## config.mk

```make
export PLATFORM = sky130hd
export DESIGN_NAME = pac_container_header_walker
export DESIGN_NICKNAME = d
export VERILOG_FILES = /design/src/hdl/pcw_pkg.sv /design/src/hdl/pcw_front.sv /design/src/hdl/pcw_queue.sv /design/src/hdl/pcw_back.sv /design/src/hdl/pac_container_header_walker.sv
export VERILOG_INCLUDE_DIRS = /design/src /design/src/hdl
export SDC_FILE = /design/constraint.sdc
export NUM_CORES = 2
export LEC_CHECK = 0
export BUFFER_PORTS_ARGS = -buffer_cell sky130_fd_sc_hd__buf_4
export CORE_UTILIZATION = 55
export CTS_CLUSTER_SIZE = 12
export DETAILED_ROUTE_END_ITERATION = 10
export PLACE_DENSITY = 0.75
export SLEW_MARGIN = 20
export SYNTH_ARGS = -nofsm -noshare
export SYNTH_HDL_FRONTEND = slang
export SYNTH_SLANG_ARGS = --single-unit
```

## constraint.sdc

```tcl
create_clock -name clk -period 12.58 [get_ports clk]
set_input_delay 1.887 -clock clk [delete_from_list [all_inputs] [get_ports clk]]
set_output_delay 1.887 -clock clk [all_outputs]
set_load 0.02 [all_outputs]
```

## src/hdl/pac_container_header_walker_macros.svh

```systemverilog
// Assertion macros used by the header walker queue module.
`ifndef PAC_CONTAINER_HEADER_WALKER_MACROS_SVH
`define PAC_CONTAINER_HEADER_WALKER_MACROS_SVH
// Checks a condition in the same cycle as its trigger.
`define PCW_ASSERT_SAME(lbl, trig, cond, msg) \
lbl: assert property (@(posedge clk) disable iff (!arst_n) (trig) |-> (cond)) else $error(msg);
// Checks a condition in the cycle after its trigger.
`define PCW_ASSERT_NEXT(lbl, trig, cond, msg) \
lbl: assert property (@(posedge clk) disable iff (!arst_n) (trig) |=> (cond)) else $error(msg);
`endif

```

## src/hdl/pcw_pkg.sv

```systemverilog
// Types, constants and banner tables of the container header walker.
`timescale 1ns / 1ps
package pcw_pkg;
	localparam logic [3:0] ST_MEMBER    = 4'd0;
	localparam logic [3:0] ST_ACCEPT    = 4'd1;
	localparam logic [3:0] ST_SMALL     = 4'd2;
	localparam logic [3:0] ST_BANNER    = 4'd3;
	localparam logic [3:0] ST_TERM      = 4'd4;
	localparam logic [3:0] ST_SIG       = 4'd5;
	localparam logic [3:0] ST_FIRST     = 4'd6;
	localparam logic [3:0] ST_RANGE     = 4'd7;
	localparam logic [3:0] ST_NAME      = 4'd8;
	localparam logic [3:0] ST_PAD       = 4'd9;
	localparam logic [3:0] ST_NEXT      = 4'd10;
	localparam logic [3:0] ST_TRUNC     = 4'd11;

	localparam logic [31:0] MIN_FILE    = 32'h0000_00a0;
	localparam logic [32:0] MEMBER_SIZE = 33'd32;
	localparam logic [31:0] FIRST_MIN   = 32'h0000_0062;
	localparam logic [32:0] POS_MAX     = 33'h1_ffff_ffff;
	localparam logic [0:0]  REG_FILE_SIZE = 1'b0;

	typedef enum logic [3:0] {
		PH_HDR  = 4'b0001,
		PH_WAIT = 4'b0010,
		PH_MEMB = 4'b0100,
		PH_DONE = 4'b1000
	} phase_t;

	typedef struct packed {
		logic [3:0]  status;
		logic [15:0] member_number;
		logic [31:0] header_offset;
		logic [32:0] payload_offset;
		logic [31:0] packed_size;
		logic [31:0] unpacked_size;
		logic [15:0] check_value;
		logic [7:0]  pack_method;
		logic [15:0] attribute_bits;
		logic [15:0] dos_date_word;
		logic [15:0] dos_time_word;
		logic [15:0] writer_version;
	} rec_t;

	function automatic logic [7:0] lead_char(input logic [2:0] idx);
		case (idx)
			3'd0: lead_char = 8'h50;
			3'd1: lead_char = 8'h41;
			3'd2: lead_char = 8'h43;
			3'd3: lead_char = 8'h20;
			3'd4: lead_char = 8'h2d;
			3'd5: lead_char = 8'h20;
			default: lead_char = 8'h00;
		endcase
	endfunction

	function automatic logic [7:0] vendor_char(input logic [3:0] idx);
		case (idx)
			4'd0:  vendor_char = 8'h42;
			4'd1:  vendor_char = 8'h56;
			4'd2:  vendor_char = 8'h52;
			4'd3:  vendor_char = 8'h50;
			4'd4:  vendor_char = 8'h20;
			4'd5:  vendor_char = 8'h53;
			4'd6:  vendor_char = 8'h6f;
			4'd7:  vendor_char = 8'h66;
			4'd8:  vendor_char = 8'h74;
			4'd9:  vendor_char = 8'h77;
			4'd10: vendor_char = 8'h61;
			4'd11: vendor_char = 8'h72;
			4'd12: vendor_char = 8'h65;
			default: vendor_char = 8'h00;
		endcase
	endfunction

	function automatic logic [7:0] term_char(input logic [1:0] idx);
		case (idx)
			2'd0: term_char = 8'h00;
			2'd1: term_char = 8'h0d;
			2'd2: term_char = 8'h0a;
			default: term_char = 8'h1a;
		endcase
	endfunction

	function automatic rec_t err_rec(input logic [3:0] code);
		rec_t r;
		r = '0;
		r.status = code;
		err_rec = r;
	endfunction
endpackage

```

## src/hdl/pcw_front.sv

```systemverilog
// Byte parser that walks the archive and member headers and builds records.
`timescale 1ns / 1ps
module pcw_front (
	input  logic          clk,
	input  logic          arst_n,
	input  logic [31:0]   file_size,
	input  logic          take,
	input  logic [7:0]    data_byte,
	input  logic          end_of_file,
	output pcw_pkg::rec_t rec_a,
	output pcw_pkg::rec_t rec_b,
	output logic [1:0]    push_n
);
	import pcw_pkg::*;

	phase_t      phase_q, phase_d;
	logic [32:0] pos_q, pos_d;
	logic [4:0]  rel_q, rel_d;
	logic [31:0] first_q, first_d;
	logic [15:0] decl_q, decl_d;
	logic [15:0] done_q, done_d;
	logic [31:0] start_q, start_d;
	logic [31:0] next_q, next_d;
	logic [31:0] unp_q, unp_d;
	logic [15:0] chk_q, chk_d;
	logic [7:0]  meth_q, meth_d;
	logic [15:0] attr_q, attr_d;
	logic [15:0] date_q, date_d;
	logic [15:0] time_q, time_d;
	logic [15:0] ver_q, ver_d;
	logic        nend_q, nend_d;
	logic        nseen_q, nseen_d;

	logic [6:0]  p;
	logic [4:0]  rel;
	logic [32:0] data_off;
	logic [15:0] decl_new;
	logic [15:0] done_inc;
	logic        bad_char;
	rec_t        mrec;

	assign p        = pos_q[6:0];
	assign data_off = {1'b0, start_d} + MEMBER_SIZE;
	assign done_inc = done_q + 16'd1;
	assign decl_new = {data_byte, decl_q[7:0]};
	assign bad_char = (data_byte < 8'h20) || (data_byte > 8'h7e) || (data_byte == 8'h2f) ||
		(data_byte == 8'h5c) || (data_byte == 8'h3a);

	always_comb begin
		mrec                = '0;
		mrec.status         = ST_MEMBER;
		mrec.member_number  = done_q;
		mrec.header_offset  = start_q;
		mrec.payload_offset = data_off;
		mrec.packed_size    = next_q - data_off[31:0];
		mrec.unpacked_size  = unp_q;
		mrec.check_value    = chk_q;
		mrec.pack_method    = meth_q;
		mrec.attribute_bits = attr_q;
		mrec.dos_date_word  = date_q;
		mrec.dos_time_word  = time_q;
		mrec.writer_version = ver_q;
	end

	always_comb begin
		phase_d = phase_q; rel_d = rel_q; first_d = first_q; decl_d = decl_q;
		done_d = done_q; start_d = start_q; next_d = next_q; unp_d = unp_q;
		chk_d = chk_q; meth_d = meth_q; attr_d = attr_q; date_d = date_q;
		time_d = time_q; ver_d = ver_q; nend_d = nend_q; nseen_d = nseen_q;
		rec_a = '0; rec_b = '0; push_n = 2'd0;
		rel = rel_q;
		pos_d = (pos_q == POS_MAX) ? pos_q : pos_q + 33'd1;

		if (phase_q == PH_HDR) begin
			if (p == 7'd0 && file_size < MIN_FILE) begin
				rec_a = err_rec(ST_SMALL); push_n = 2'd1; phase_d = PH_DONE;
			end else if (p < 7'd6) begin
				if (data_byte != lead_char(p[2:0])) begin
					rec_a = err_rec(ST_BANNER); push_n = 2'd1; phase_d = PH_DONE;
				end
			end else if (p >= 7'd10 && p < 7'd23) begin
				if (data_byte != vendor_char(4'(p - 7'd10))) begin
					rec_a = err_rec(ST_BANNER); push_n = 2'd1; phase_d = PH_DONE;
				end
			end else if (p >= 7'h4c && p < 7'h50) begin
				if (data_byte != term_char(p[1:0])) begin
					rec_a = err_rec(ST_TERM); push_n = 2'd1; phase_d = PH_DONE;
				end
			end else if (p == 7'h50 || p == 7'h51) begin
				if (data_byte != (p[0] ? 8'ha9 : 8'hd6)) begin
					rec_a = err_rec(ST_SIG); push_n = 2'd1; phase_d = PH_DONE;
				end
			end else if (p == 7'h52) begin
				ver_d[7:0] = data_byte;
			end else if (p == 7'h53) begin
				ver_d[15:8] = data_byte;
			end else if (p >= 7'h5c && p < 7'h60) begin
				case (p[1:0])
					2'd0: first_d[7:0]   = data_byte;
					2'd1: first_d[15:8]  = data_byte;
					2'd2: first_d[23:16] = data_byte;
					default: first_d[31:24] = data_byte;
				endcase
			end else if (p == 7'h60) begin
				decl_d = {8'h00, data_byte};
			end else if (p == 7'h61) begin
				decl_d = decl_new;
				if (first_q < FIRST_MIN ||
					{1'b0, first_q} + MEMBER_SIZE > {1'b0, file_size} ||
					decl_new == 16'd0) begin
					rec_a = err_rec(ST_FIRST); push_n = 2'd1; phase_d = PH_DONE;
				end else begin
					next_d = first_q; phase_d = PH_WAIT;
				end
			end
		end else if (phase_q == PH_WAIT && pos_q == {1'b0, next_q}) begin
			start_d = next_q; next_d = '0; unp_d = '0; chk_d = '0; meth_d = '0;
			attr_d = '0; date_d = '0; time_d = '0; nend_d = 1'b0; nseen_d = 1'b0;
			rel = 5'd0;
			phase_d = PH_MEMB;
		end

		if (phase_d == PH_MEMB) begin
			rel_d = rel + 5'd1;
			if (rel < 5'd12) begin
				if (!nend_d) begin
					if (data_byte == 8'h00) begin
						if (!nseen_d) begin
							rec_a = err_rec(ST_NAME); push_n = 2'd1; phase_d = PH_DONE;
						end else begin
							nend_d = 1'b1;
						end
					end else if (bad_char) begin
						rec_a = err_rec(ST_NAME); push_n = 2'd1; phase_d = PH_DONE;
					end else begin
						nseen_d = 1'b1;
					end
				end
			end else begin
				case (rel)
					5'd12: attr_d[7:0]    = data_byte;
					5'd13: attr_d[15:8]   = data_byte;
					5'd14: date_d[7:0]    = data_byte;
					5'd15: date_d[15:8]   = data_byte;
					5'd16: time_d[7:0]    = data_byte;
					5'd17: time_d[15:8]   = data_byte;
					5'd18: meth_d         = data_byte;
					5'd19: next_d[7:0]    = data_byte;
					5'd20: next_d[15:8]   = data_byte;
					5'd21: next_d[23:16]  = data_byte;
					5'd22: next_d[31:24]  = data_byte;
					5'd23: unp_d[7:0]     = data_byte;
					5'd24: unp_d[15:8]    = data_byte;
					5'd25: unp_d[23:16]   = data_byte;
					5'd26: unp_d[31:24]   = data_byte;
					5'd27: chk_d[7:0]     = data_byte;
					5'd28: chk_d[15:8]    = data_byte;
					5'd31: begin
						if (data_byte != 8'h00) begin
							rec_a = err_rec(ST_PAD); push_n = 2'd1; phase_d = PH_DONE;
						end else if ({1'b0, next_q} < data_off || next_q > file_size) begin
							rec_a = err_rec(ST_NEXT); push_n = 2'd1; phase_d = PH_DONE;
						end else begin
							rec_a = mrec; push_n = 2'd1;
							done_d = done_inc;
							if (done_inc == decl_q) begin
								rec_b = '0;
								rec_b.status = ST_ACCEPT;
								rec_b.member_number = decl_q;
								rec_b.header_offset = next_q;
								push_n = 2'd2; phase_d = PH_DONE;
							end else if ({1'b0, next_q} + MEMBER_SIZE > {1'b0, file_size}) begin
								rec_b = err_rec(ST_RANGE); push_n = 2'd2; phase_d = PH_DONE;
							end else begin
								phase_d = PH_WAIT;
							end
						end
					end
					default: ;
				endcase
			end
		end

		if (end_of_file && phase_d != PH_DONE) begin
			if (push_n == 2'd0) begin
				rec_a = err_rec(ST_TRUNC); push_n = 2'd1;
			end else begin
				rec_b = err_rec(ST_TRUNC); push_n = 2'd2;
			end
		end
	end

	always_ff @(posedge clk or negedge arst_n) begin
		if (!arst_n) begin
			phase_q <= PH_HDR; pos_q <= '0; rel_q <= '0; first_q <= '0; decl_q <= '0;
			done_q <= '0; start_q <= '0; next_q <= '0; unp_q <= '0; chk_q <= '0;
			meth_q <= '0; attr_q <= '0; date_q <= '0; time_q <= '0; ver_q <= '0;
			nend_q <= 1'b0; nseen_q <= 1'b0;
		end else if (take) begin
			if (end_of_file) begin
				phase_q <= PH_HDR; pos_q <= '0; rel_q <= '0; first_q <= '0; decl_q <= '0;
				done_q <= '0; start_q <= '0; next_q <= '0; unp_q <= '0; chk_q <= '0;
				meth_q <= '0; attr_q <= '0; date_q <= '0; time_q <= '0; ver_q <= '0;
				nend_q <= 1'b0; nseen_q <= 1'b0;
			end else begin
				phase_q <= phase_d; pos_q <= pos_d; rel_q <= rel_d; first_q <= first_d;
				decl_q <= decl_d; done_q <= done_d; start_q <= start_d; next_q <= next_d;
				unp_q <= unp_d; chk_q <= chk_d; meth_q <= meth_d; attr_q <= attr_d;
				date_q <= date_d; time_q <= time_d; ver_q <= ver_d;
				nend_q <= nend_d; nseen_q <= nseen_d;
			end
		end
	end
endmodule

```

## src/hdl/pcw_queue.sv

```systemverilog
// Record queue with two write slots and one read slot per cycle.
`timescale 1ns / 1ps
`include "pac_container_header_walker_macros.svh"
module pcw_queue #(
	parameter int DEPTH = 4
) (
	input  logic          clk,
	input  logic          arst_n,
	input  logic [1:0]    push_n,
	input  pcw_pkg::rec_t rec_a,
	input  pcw_pkg::rec_t rec_b,
	input  logic          pop,
	output pcw_pkg::rec_t head,
	output logic          not_empty,
	output logic          full_for_two
);
	import pcw_pkg::*;

	localparam int AW = $clog2(DEPTH);
	localparam int CW = $clog2(DEPTH + 1);

	rec_t          slot_q [DEPTH];
	logic [AW-1:0] wptr_q, rptr_q, wptr_1;
	logic [CW-1:0] cnt_q;

	function automatic logic [AW-1:0] ptr_inc(input logic [AW-1:0] ptr);
		ptr_inc = (ptr == AW'(DEPTH - 1)) ? '0 : ptr + AW'(1);
	endfunction

	assign wptr_1       = ptr_inc(wptr_q);
	assign head         = slot_q[rptr_q];
	assign not_empty    = cnt_q != '0;
	assign full_for_two = cnt_q > CW'(DEPTH - 2);

	always_ff @(posedge clk) begin
		if (push_n != 2'd0) begin
			slot_q[wptr_q] <= rec_a;
		end
		if (push_n == 2'd2) begin
			slot_q[wptr_1] <= rec_b;
		end
	end

	always_ff @(posedge clk or negedge arst_n) begin
		if (!arst_n) begin
			wptr_q <= '0;
			rptr_q <= '0;
			cnt_q  <= '0;
		end else begin
			if (push_n == 2'd1) begin
				wptr_q <= wptr_1;
			end else if (push_n == 2'd2) begin
				wptr_q <= ptr_inc(wptr_1);
			end
			if (pop) begin
				rptr_q <= ptr_inc(rptr_q);
			end
			cnt_q <= cnt_q + CW'(push_n) - CW'(pop);
		end
	end

	`PCW_ASSERT_SAME(a_cnt_bound, 1'b1, cnt_q <= CW'(DEPTH), "queue count beyond depth")
	`PCW_ASSERT_SAME(a_pair_room, push_n == 2'd2, cnt_q - CW'(pop) <= CW'(DEPTH - 2), "no room for pair")
	`PCW_ASSERT_NEXT(a_pop_only, pop && push_n == 2'd0, cnt_q == $past(cnt_q) - CW'(1), "pop count slip")
endmodule

```

## src/hdl/pcw_back.sv

```systemverilog
// Output register that drains the record queue towards the result channel.
`timescale 1ns / 1ps
module pcw_back (
	input  logic          clk,
	input  logic          arst_n,
	input  pcw_pkg::rec_t head,
	input  logic          not_empty,
	input  logic          out_stall,
	output logic          pop,
	output logic          out_valid,
	output pcw_pkg::rec_t out_rec
);
	import pcw_pkg::*;

	logic valid_q;
	rec_t rec_q;

	assign pop       = not_empty && (!valid_q || !out_stall);
	assign out_valid = valid_q;
	assign out_rec   = rec_q;

	always_ff @(posedge clk) begin
		if (pop) begin
			rec_q <= head;
		end
	end

	always_ff @(posedge clk or negedge arst_n) begin
		if (!arst_n) begin
			valid_q <= 1'b0;
		end else if (!valid_q || !out_stall) begin
			valid_q <= not_empty;
		end
	end
endmodule

```

## src/hdl/pac_container_header_walker.sv

```systemverilog
// Top level of the archive container header walker.
//  channel   direction  handshake              payload
//  input     in         in_valid / in_stall    data_byte, end_of_file
//  result    out        out_valid / out_stall  status .. writer_version
//  config    in         APB psel / penable     file_size at address 0
// One byte is taken per cycle while in_stall is low; the parser decides each
// byte in that cycle. A byte may produce two records; the record queue holds
// the input for as long as it has fewer than two free slots.
// Results reach the output through the queue and then the output register.
// Reset clears all parse state and file_size.
`timescale 1ns / 1ps
module pac_container_header_walker #(
	parameter int QUEUE_DEPTH = 4
) (
	input  logic        clk,
	input  logic        arst_n,
	input  logic        in_valid,
	output logic        in_stall,
	input  logic [7:0]  data_byte,
	input  logic        end_of_file,
	output logic        out_valid,
	input  logic        out_stall,
	output logic [3:0]  status,
	output logic [15:0] member_number,
	output logic [31:0] header_offset,
	output logic [32:0] payload_offset,
	output logic [31:0] packed_size,
	output logic [31:0] unpacked_size,
	output logic [15:0] check_value,
	output logic [7:0]  pack_method,
	output logic [15:0] attribute_bits,
	output logic [15:0] dos_date_word,
	output logic [15:0] dos_time_word,
	output logic [15:0] writer_version,
	input  logic        psel,
	input  logic        penable,
	input  logic        pwrite,
	input  logic [2:0]  paddr,
	input  logic [31:0] pwdata,
	output logic [31:0] prdata,
	output logic        pready
);
	import pcw_pkg::*;

	logic [31:0] file_size_q;
	logic        take, pop, not_empty, full_for_two;
	logic [1:0]  push_n;
	rec_t        rec_a, rec_b, head, out_rec;

	assign pready   = 1'b1;
	assign prdata   = (paddr[2] == REG_FILE_SIZE) ? file_size_q : 32'd0;
	assign in_stall = full_for_two;
	assign take     = in_valid && !in_stall;

	always_ff @(posedge clk or negedge arst_n) begin
		if (!arst_n) begin
			file_size_q <= '0;
		end else if (psel && penable && pwrite && paddr[2] == REG_FILE_SIZE) begin
			file_size_q <= pwdata;
		end
	end

	pcw_front u_front (
		.clk(clk), .arst_n(arst_n), .file_size(file_size_q), .take(take),
		.data_byte(data_byte), .end_of_file(end_of_file),
		.rec_a(rec_a), .rec_b(rec_b), .push_n(push_n)
	);

	pcw_queue #(.DEPTH(QUEUE_DEPTH)) u_queue (
		.clk(clk), .arst_n(arst_n), .push_n(take ? push_n : 2'd0),
		.rec_a(rec_a), .rec_b(rec_b), .pop(pop), .head(head),
		.not_empty(not_empty), .full_for_two(full_for_two)
	);

	pcw_back u_back (
		.clk(clk), .arst_n(arst_n), .head(head), .not_empty(not_empty),
		.out_stall(out_stall), .pop(pop), .out_valid(out_valid), .out_rec(out_rec)
	);

	assign status         = out_rec.status;
	assign member_number  = out_rec.member_number;
	assign header_offset  = out_rec.header_offset;
	assign payload_offset = out_rec.payload_offset;
	assign packed_size    = out_rec.packed_size;
	assign unpacked_size  = out_rec.unpacked_size;
	assign check_value    = out_rec.check_value;
	assign pack_method    = out_rec.pack_method;
	assign attribute_bits = out_rec.attribute_bits;
	assign dos_date_word  = out_rec.dos_date_word;
	assign dos_time_word  = out_rec.dos_time_word;
	assign writer_version = out_rec.writer_version;
endmodule
```

### Word-level counts from Yosys, hierarchy flattened

Memory sizes are Yosys's and may differ from the RTL's. A register that Yosys moved wholly into a read port is not among the register bits.
Cells that the tools add are included.

| storage, ports and cells | value |
|---|---|
| bits in registers | 332 |
| latch bits | 0 |
| RAM bits | 948 |
| bits in read-only memories | 112 |
| input port bits | 51 |
| output and inout bits | 272 |
| word-level logic and storage cells | 430 |
| memories kept | 2 |

| operators by class | value |
|---|---|
| $add $sub $neg | 13 |
| multipliers | 0 |
| div/mod/pow operators | 0 |
| $lt $le $gt $ge | 17 |
| equal/unequal tests | 63 |
| shift-type cells | 0 |
| mux-type cells | 250 |
| bitwise gates (word level) | 1 |
| reduce and logical (&&, ||, !) cells | 57 |

Memory list:

| memory | depth | width | rd ports | clocked after Yosys merged registers in | wr ports | line | source |
|---|---|---|---|---|---|---|---|
| u_queue.slot_q | 4 | 237 | 1 | 1 | 2 | pcw_queue.sv:22 | `rec_t slot_q [DEPTH];` |
| (name not given) | 16 | 7 | 1 | 0 | 0 | pcw_pkg.sv:58 | `case (idx)` |

Operators with widths:

| kind | count |
|---|---|
| $mux W237 | 30 |
| $mux W32 | 35 |
| $mux W236 | 4 |
| $mux W16 | 45 |
| $mux W235 | 2 |
| $mux W8 | 41 |
| $mux W4 | 29 |
| $add A32 B6 Y33 const B | 3 |
| $eq A5 B5 Y1 const B | 14 |
| $gt A33 B32 Y1 | 2 |
| $mux W33 | 2 |
| $reduce_and A11 Y1 | 6 |
| $mux W2 | 30 |
| $eq A7 B7 Y1 const B | 6 |
| $pmux W7 S5 | 1 |
| $add A33 B1 Y33 const B | 1 |
| $eq A33 B32 Y1 | 1 |
| $eq A33 B33 Y1 const B | 1 |
| $lt A32 B33 Y1 | 1 |
| $gt A32 B32 Y1 | 1 |
| $lt A32 B7 Y1 const B | 1 |
| $lt A32 B8 Y1 const B | 1 |
| $ne A8 B8 Y1 | 4 |
| $sub A32 B32 Y32 | 1 |
| 52 further kinds | 139 |

### Depth between registers and ports, before layout

| logic depth | value |
|---|---|
| depth in word-level cells | 28 |
| mapped depth | 38 |
| depth with buffers taken out | 30 |

### By module

From an unflattened synthesis, not the netlist that was laid out.

| second synthesis, totals | value |
|---|---|
| cell total of the unflattened synthesis | 5609 |
| area, all modules | 78983.3 µm² |

By module, submodules not included:

| module | times used | cells each | area each (µm²) |
|---|---|---|---|
| pcw_queue | 1 | 2345 | 45972.8 |
| pcw_front | 1 | 2916 | 24277.0 |
| pcw_back | 1 | 240 | 7160.6 |
| pac_container_header_walker | 1 | 108 | 1572.8 |

### Least setup slack after synthesis

No wires, ideal clock.

| path | value |
|---|---|
| path type | input-to-reg |
| start | input out_stall |
| end | register u_queue.cnt_q[2] |
| setup time | 0.080 ns |
| arrival | 15.121 ns |
| slack | -2.621 ns |
| stages | 7 |
| buffers on the path | 0 |
| cell sequence | a21oi_1 -> xnor2_1 -> ha_1 -> inv_1 -> fa_1 -> xor2_1 -> xnor2_1 |

| between the ends | value |
|---|---|
| longest elaborated chain between the ends | 4 |

RTL lines:

| what | line | source |
|---|---|---|
| start, declared | pac_container_header_walker.sv:22 | `input logic out_stall,` |
| $logic_not A1 Y1 | pcw_back.sv:18 | `assign pop = not_empty && (!valid_q \|\| !out_stall);` |
| $logic_or A1 B1 Y1 | pcw_back.sv:18 |  |
| $logic_and A1 B1 Y1 | pcw_back.sv:18 |  |
| $sub A3 B1 Y3 | pcw_queue.sv:58 | `cnt_q <= cnt_q + CW'(push_n) - CW'(pop);` |
| end signal, assigned | pcw_queue.sv:58 |  |
| end, declared | pcw_queue.sv:24 | `logic [CW-1:0] cnt_q;` |

Every way passes these cells.
A chain may end at the register's enable or synchronous reset.

==> results.json <==
{
  "ctsLongestPathBuffers": 3,
  "final-setup-viol-count": 0,
  "cp-end-kind": "flop",
  "grt_pass1_wl_microns": 296000,
  "grt-ovfl-total": 0,
  "crit_path_top_delay_cell": "nand4_1",
  "p_per_area_nw_per_um2": 187,
  "vias": 48900,
  "drv_slew": 0,
  "cp-start-kind": "flop",
  "rsz0062_at_grt": "no",
  "finClkSkew_ns": 0.0523,
  "port_buffers": 319,
  "dieArea_sq_um": 123000,
  "fp-row-count": 127,
  "avgRoutedWirePerCell_microns": 27.6,
  "antenna_found_initial": 7,
  "p_int_w": 0.00950,
  "synth_edf_count": 445,
  "h-tree-depth": 4,
  "worst_r2r_path_depth": 27,
  "dpl.hpwl_microns": 120000,
  "tns_ns": 0,
  "fmax_mhz": 96.6,
  "timing.critical_path.slowest_cell_delay_ns": 0.83,
  "ys_warn_count": 0,
  "hold_viol": 0,
  "final_net_count": 5638,
  "sw_frac_of_total_pct": 32.7,
  "top_level_ports": 323,
  "slew_headroom_pct": 18.6,
  "synthArstFlopShare_pct": 21.9,
  "min_period_ns": 10.36,
  "post_cts_buffers": 0,
  "place_ws_ns": 2.56,
  "regArea_sq_um": 36500,
  "postCtsHoldBufs": 0,
  "dr.pass1.iters": 6,
  "clk_pin_slew_ns": 0.06,
  "netlist_instances": 5329,
  "final_cell_mix": "a22o_1 (839), dfxtp_1 (740), edfxtp_1 (445)",
  "grt_pass1_vias": 47300,
  "crit_top_cell": "nand2_1",
  "dr.first_iter.drc_count": 5776,
  "drv_cap": 0,
  "hold_depth": 2,
  "cts_sinks": 1517,
  "switching_power_w": 0.00461,
  "min_path_type": "reg2reg",
  "fill_cells": 9217,
  "cts-resized-gates": 0,
  "yosysSeqAreaShare_pct": 54.3,
  "numCtsBuffers": 158,
  "cp.required_ns": 13.21,
  "drt-vias-per-instance": 6.82,
  "grt_max_degree": 182,
  "yosys.cell_types.count": 99,
  "final_layout_size_suffix_gt1_share_pct": 18.6,
  "crit_fanout": 71,
  "outcome": "completed",
  "drc": 0,
  "track_usage_pct": 31.6,
  "regToRegSetupSlack_ns": 2.22,
  "p_comb_share_pct": 24.8,
  "worstSkewPairLatency_ns": 0.82,
  "initial_utilization_pct": 55.8,
  "ir_drop_v": 0.000233,
  "ys_ff_latch": 1517,
  "root_buffer": "clkbuf_16",
  "ant_nets": 0,
  "core-area_sq_um": 120000,
  "final.period_utilization_pct": 82.3,
  "mostFrequentLayoutCell": "a22o_1",
  "area_growth_pct": 12.7,
  "die_y_microns": 351,
  "gp_congestion": 0.957,
  "syn_nets": 5535,
  "synth.avg_cell_area_sq_um": 12.6,
  "die_x_microns": 351,
  "multi_input_area_sq_um": 28200,
  "crit_type": "reg2reg",
  "synthesis.area_sq_um": 67200,
  "leakage_nw": 29.8,
  "wirelength_microns": 198000,
  "pwr-share-clk_pct": 32.6,
  "cp.arrival_ns": 10.99,
  "postLayoutSetupSlackWorst_ns": 2.22,
  "tritoncts": "yes",
  "worst_pin_slew_ns": 1.22,
  "power_frac_seq_pct": 42.6,
  "synth_top_flop_cell": "dfxtp_1"
}
## cells by family after synthesis
| logic type | Yosys count | synth area share, % |
|---|---|---|
| xor+xnor | 197 | 2.60 |
| flops | 1517 | 54.3 |
| compound gates | 1521 | 18.7 |
| buf+inv | 582 | 3.90 |
| simple gates | 980 | 7.33 |
| mux | 376 | 10.2 |
| fa+ha+maj | 155 | 2.91 |
| other cells | 1 | 0.00558 |
## worst max-delay path: cells and delay by family (launching register included)
| family | cells | cell delay [ns] |
|---|---|---|
| simple gates | 10 | 3.22 |
| compound gates | 7 | 2.09 |
| mux | 2 | 1.50 |
| buf+inv | 4 | 1.36 |
| flops | 1 | 0.82 |
| fa+ha+maj | 2 | 0.75 |
| xor+xnor | 2 | 0.33 |
## per-stage QoR
stage               hold WS (ns)  cells  power, W  instance area, sq um  utilization, %
finish                     0.458   7176    0.0141                 75700            62.8
global route               0.472   7174    0.0146                 75700            62.8
CTS                        0.459   7173    0.0141                 75600            62.8
detailed placement         0.443   6883   0.00957                 70500            58.6
global placement           0.438   6882   0.00953                 70500            58.5
floorplan                  0.424   5329   0.00828                 67200               -
## per-layer routing
layer  GRT usage (%)  share of wire (%)  up-vias
li1                -                  -    20900
met1            42.6                 39    24700
met2            50.2                 47     2907
met3            5.54                9.3      473
met4            13.5                4.1        2
met5               0             0.0051        -
## power by group through the flow
stage,combinational (W),sequential [W],clock [W]
floorplan,0.00205,0.00624,0
global placement,0.00344,0.00609,0
detailed placement,0.00347,0.00610,0
CTS,0.00349,0.00600,0.00465
global route,0.00371,0.00605,0.00485
finish,0.00350,0.00601,0.00461
## state kept, by name, summed over array words and instances (netlist names), 2 cells and up
| signal | flops |
|---|---|
| u_front.time_q | 16 |
| u_front.meth_q | 8 |
| u_front.ver_q | 16 |
| u_back.out_rec | 237 |
| u_front.chk_q | 16 |
| file_size_q | 32 |
| u_queue.wptr_q | 2 |
| u_front.unp_q | 32 |
| u_queue.rptr_q | 2 |
| u_queue.cnt_q | 3 |
| u_front.done_q | 16 |
| u_front.first_q | 32 |
| u_front.pos_q | 33 |
| u_front.attr_q | 16 |
| u_front.start_q | 32 |
| u_front.decl_q | 16 |
| u_front.next_q | 32 |
| u_front.phase_q | 4 |
| u_front.date_q | 16 |
| u_queue.slot_q | 948 |
| u_front.rel_q | 5 |
## cell usage after synthesis, types with 25 or more instances
cell	n	area (sq um)
a21oi_1	121	606
a22o_1	839	7350
a32o_1	185	1850
and2_1	30	188
and3_1	83	519
buf_1	52	195
buf_2	119	596
buf_4	70	526
clkbuf_1	239	897
dfrtp_1	331	8280
dfxtp_1	740	14800
edfxtp_1	445	13400
ha_1	153	1910
inv_1	99	372
mux2_2	81	912
mux2i_1	58	581
mux4_2	237	5340
nand2_1	265	995
nand2b_1	34	213
nand3_1	98	490
nand4_1	55	344
nor2_1	211	792
nor2b_1	26	163
nor3_1	54	270
nor4_1	26	163
o21ai_0	97	485
o2bb2ai_1	25	219
xnor2_1	132	1160
xor2_1	63	552
## worst paths after layout
check / startpoint / endpoint
setup / recovery: u_front.next_q[5] / u_queue.slot_q[2][202]
hold / removal: u_queue.slot_q[2][179] / u_queue.slot_q[2][179]
setup reg to reg: u_front.next_q[5] / u_queue.slot_q[2][202]
hold reg to reg: u_queue.slot_q[2][179] / u_queue.slot_q[2][179]
max in group asynchronous: arst_n / u_front.done_q[5]
min in group asynchronous: arst_n / u_front.start_q[10]
## final cells by class
class | count | share of cell area (%)
clock buffers | 261 | 6.23
flip-flops and latches | 1517 | 48.2
diodes | 2 | 0.00661
multi-input cells | 3230 | 37.2
repair buffers | 426 | 4.62
inverters | 99 | 0.498
clock inverters | 29 | 0.514
well taps | 1612 | 2.67
Power figures use the tool's default switching activity.
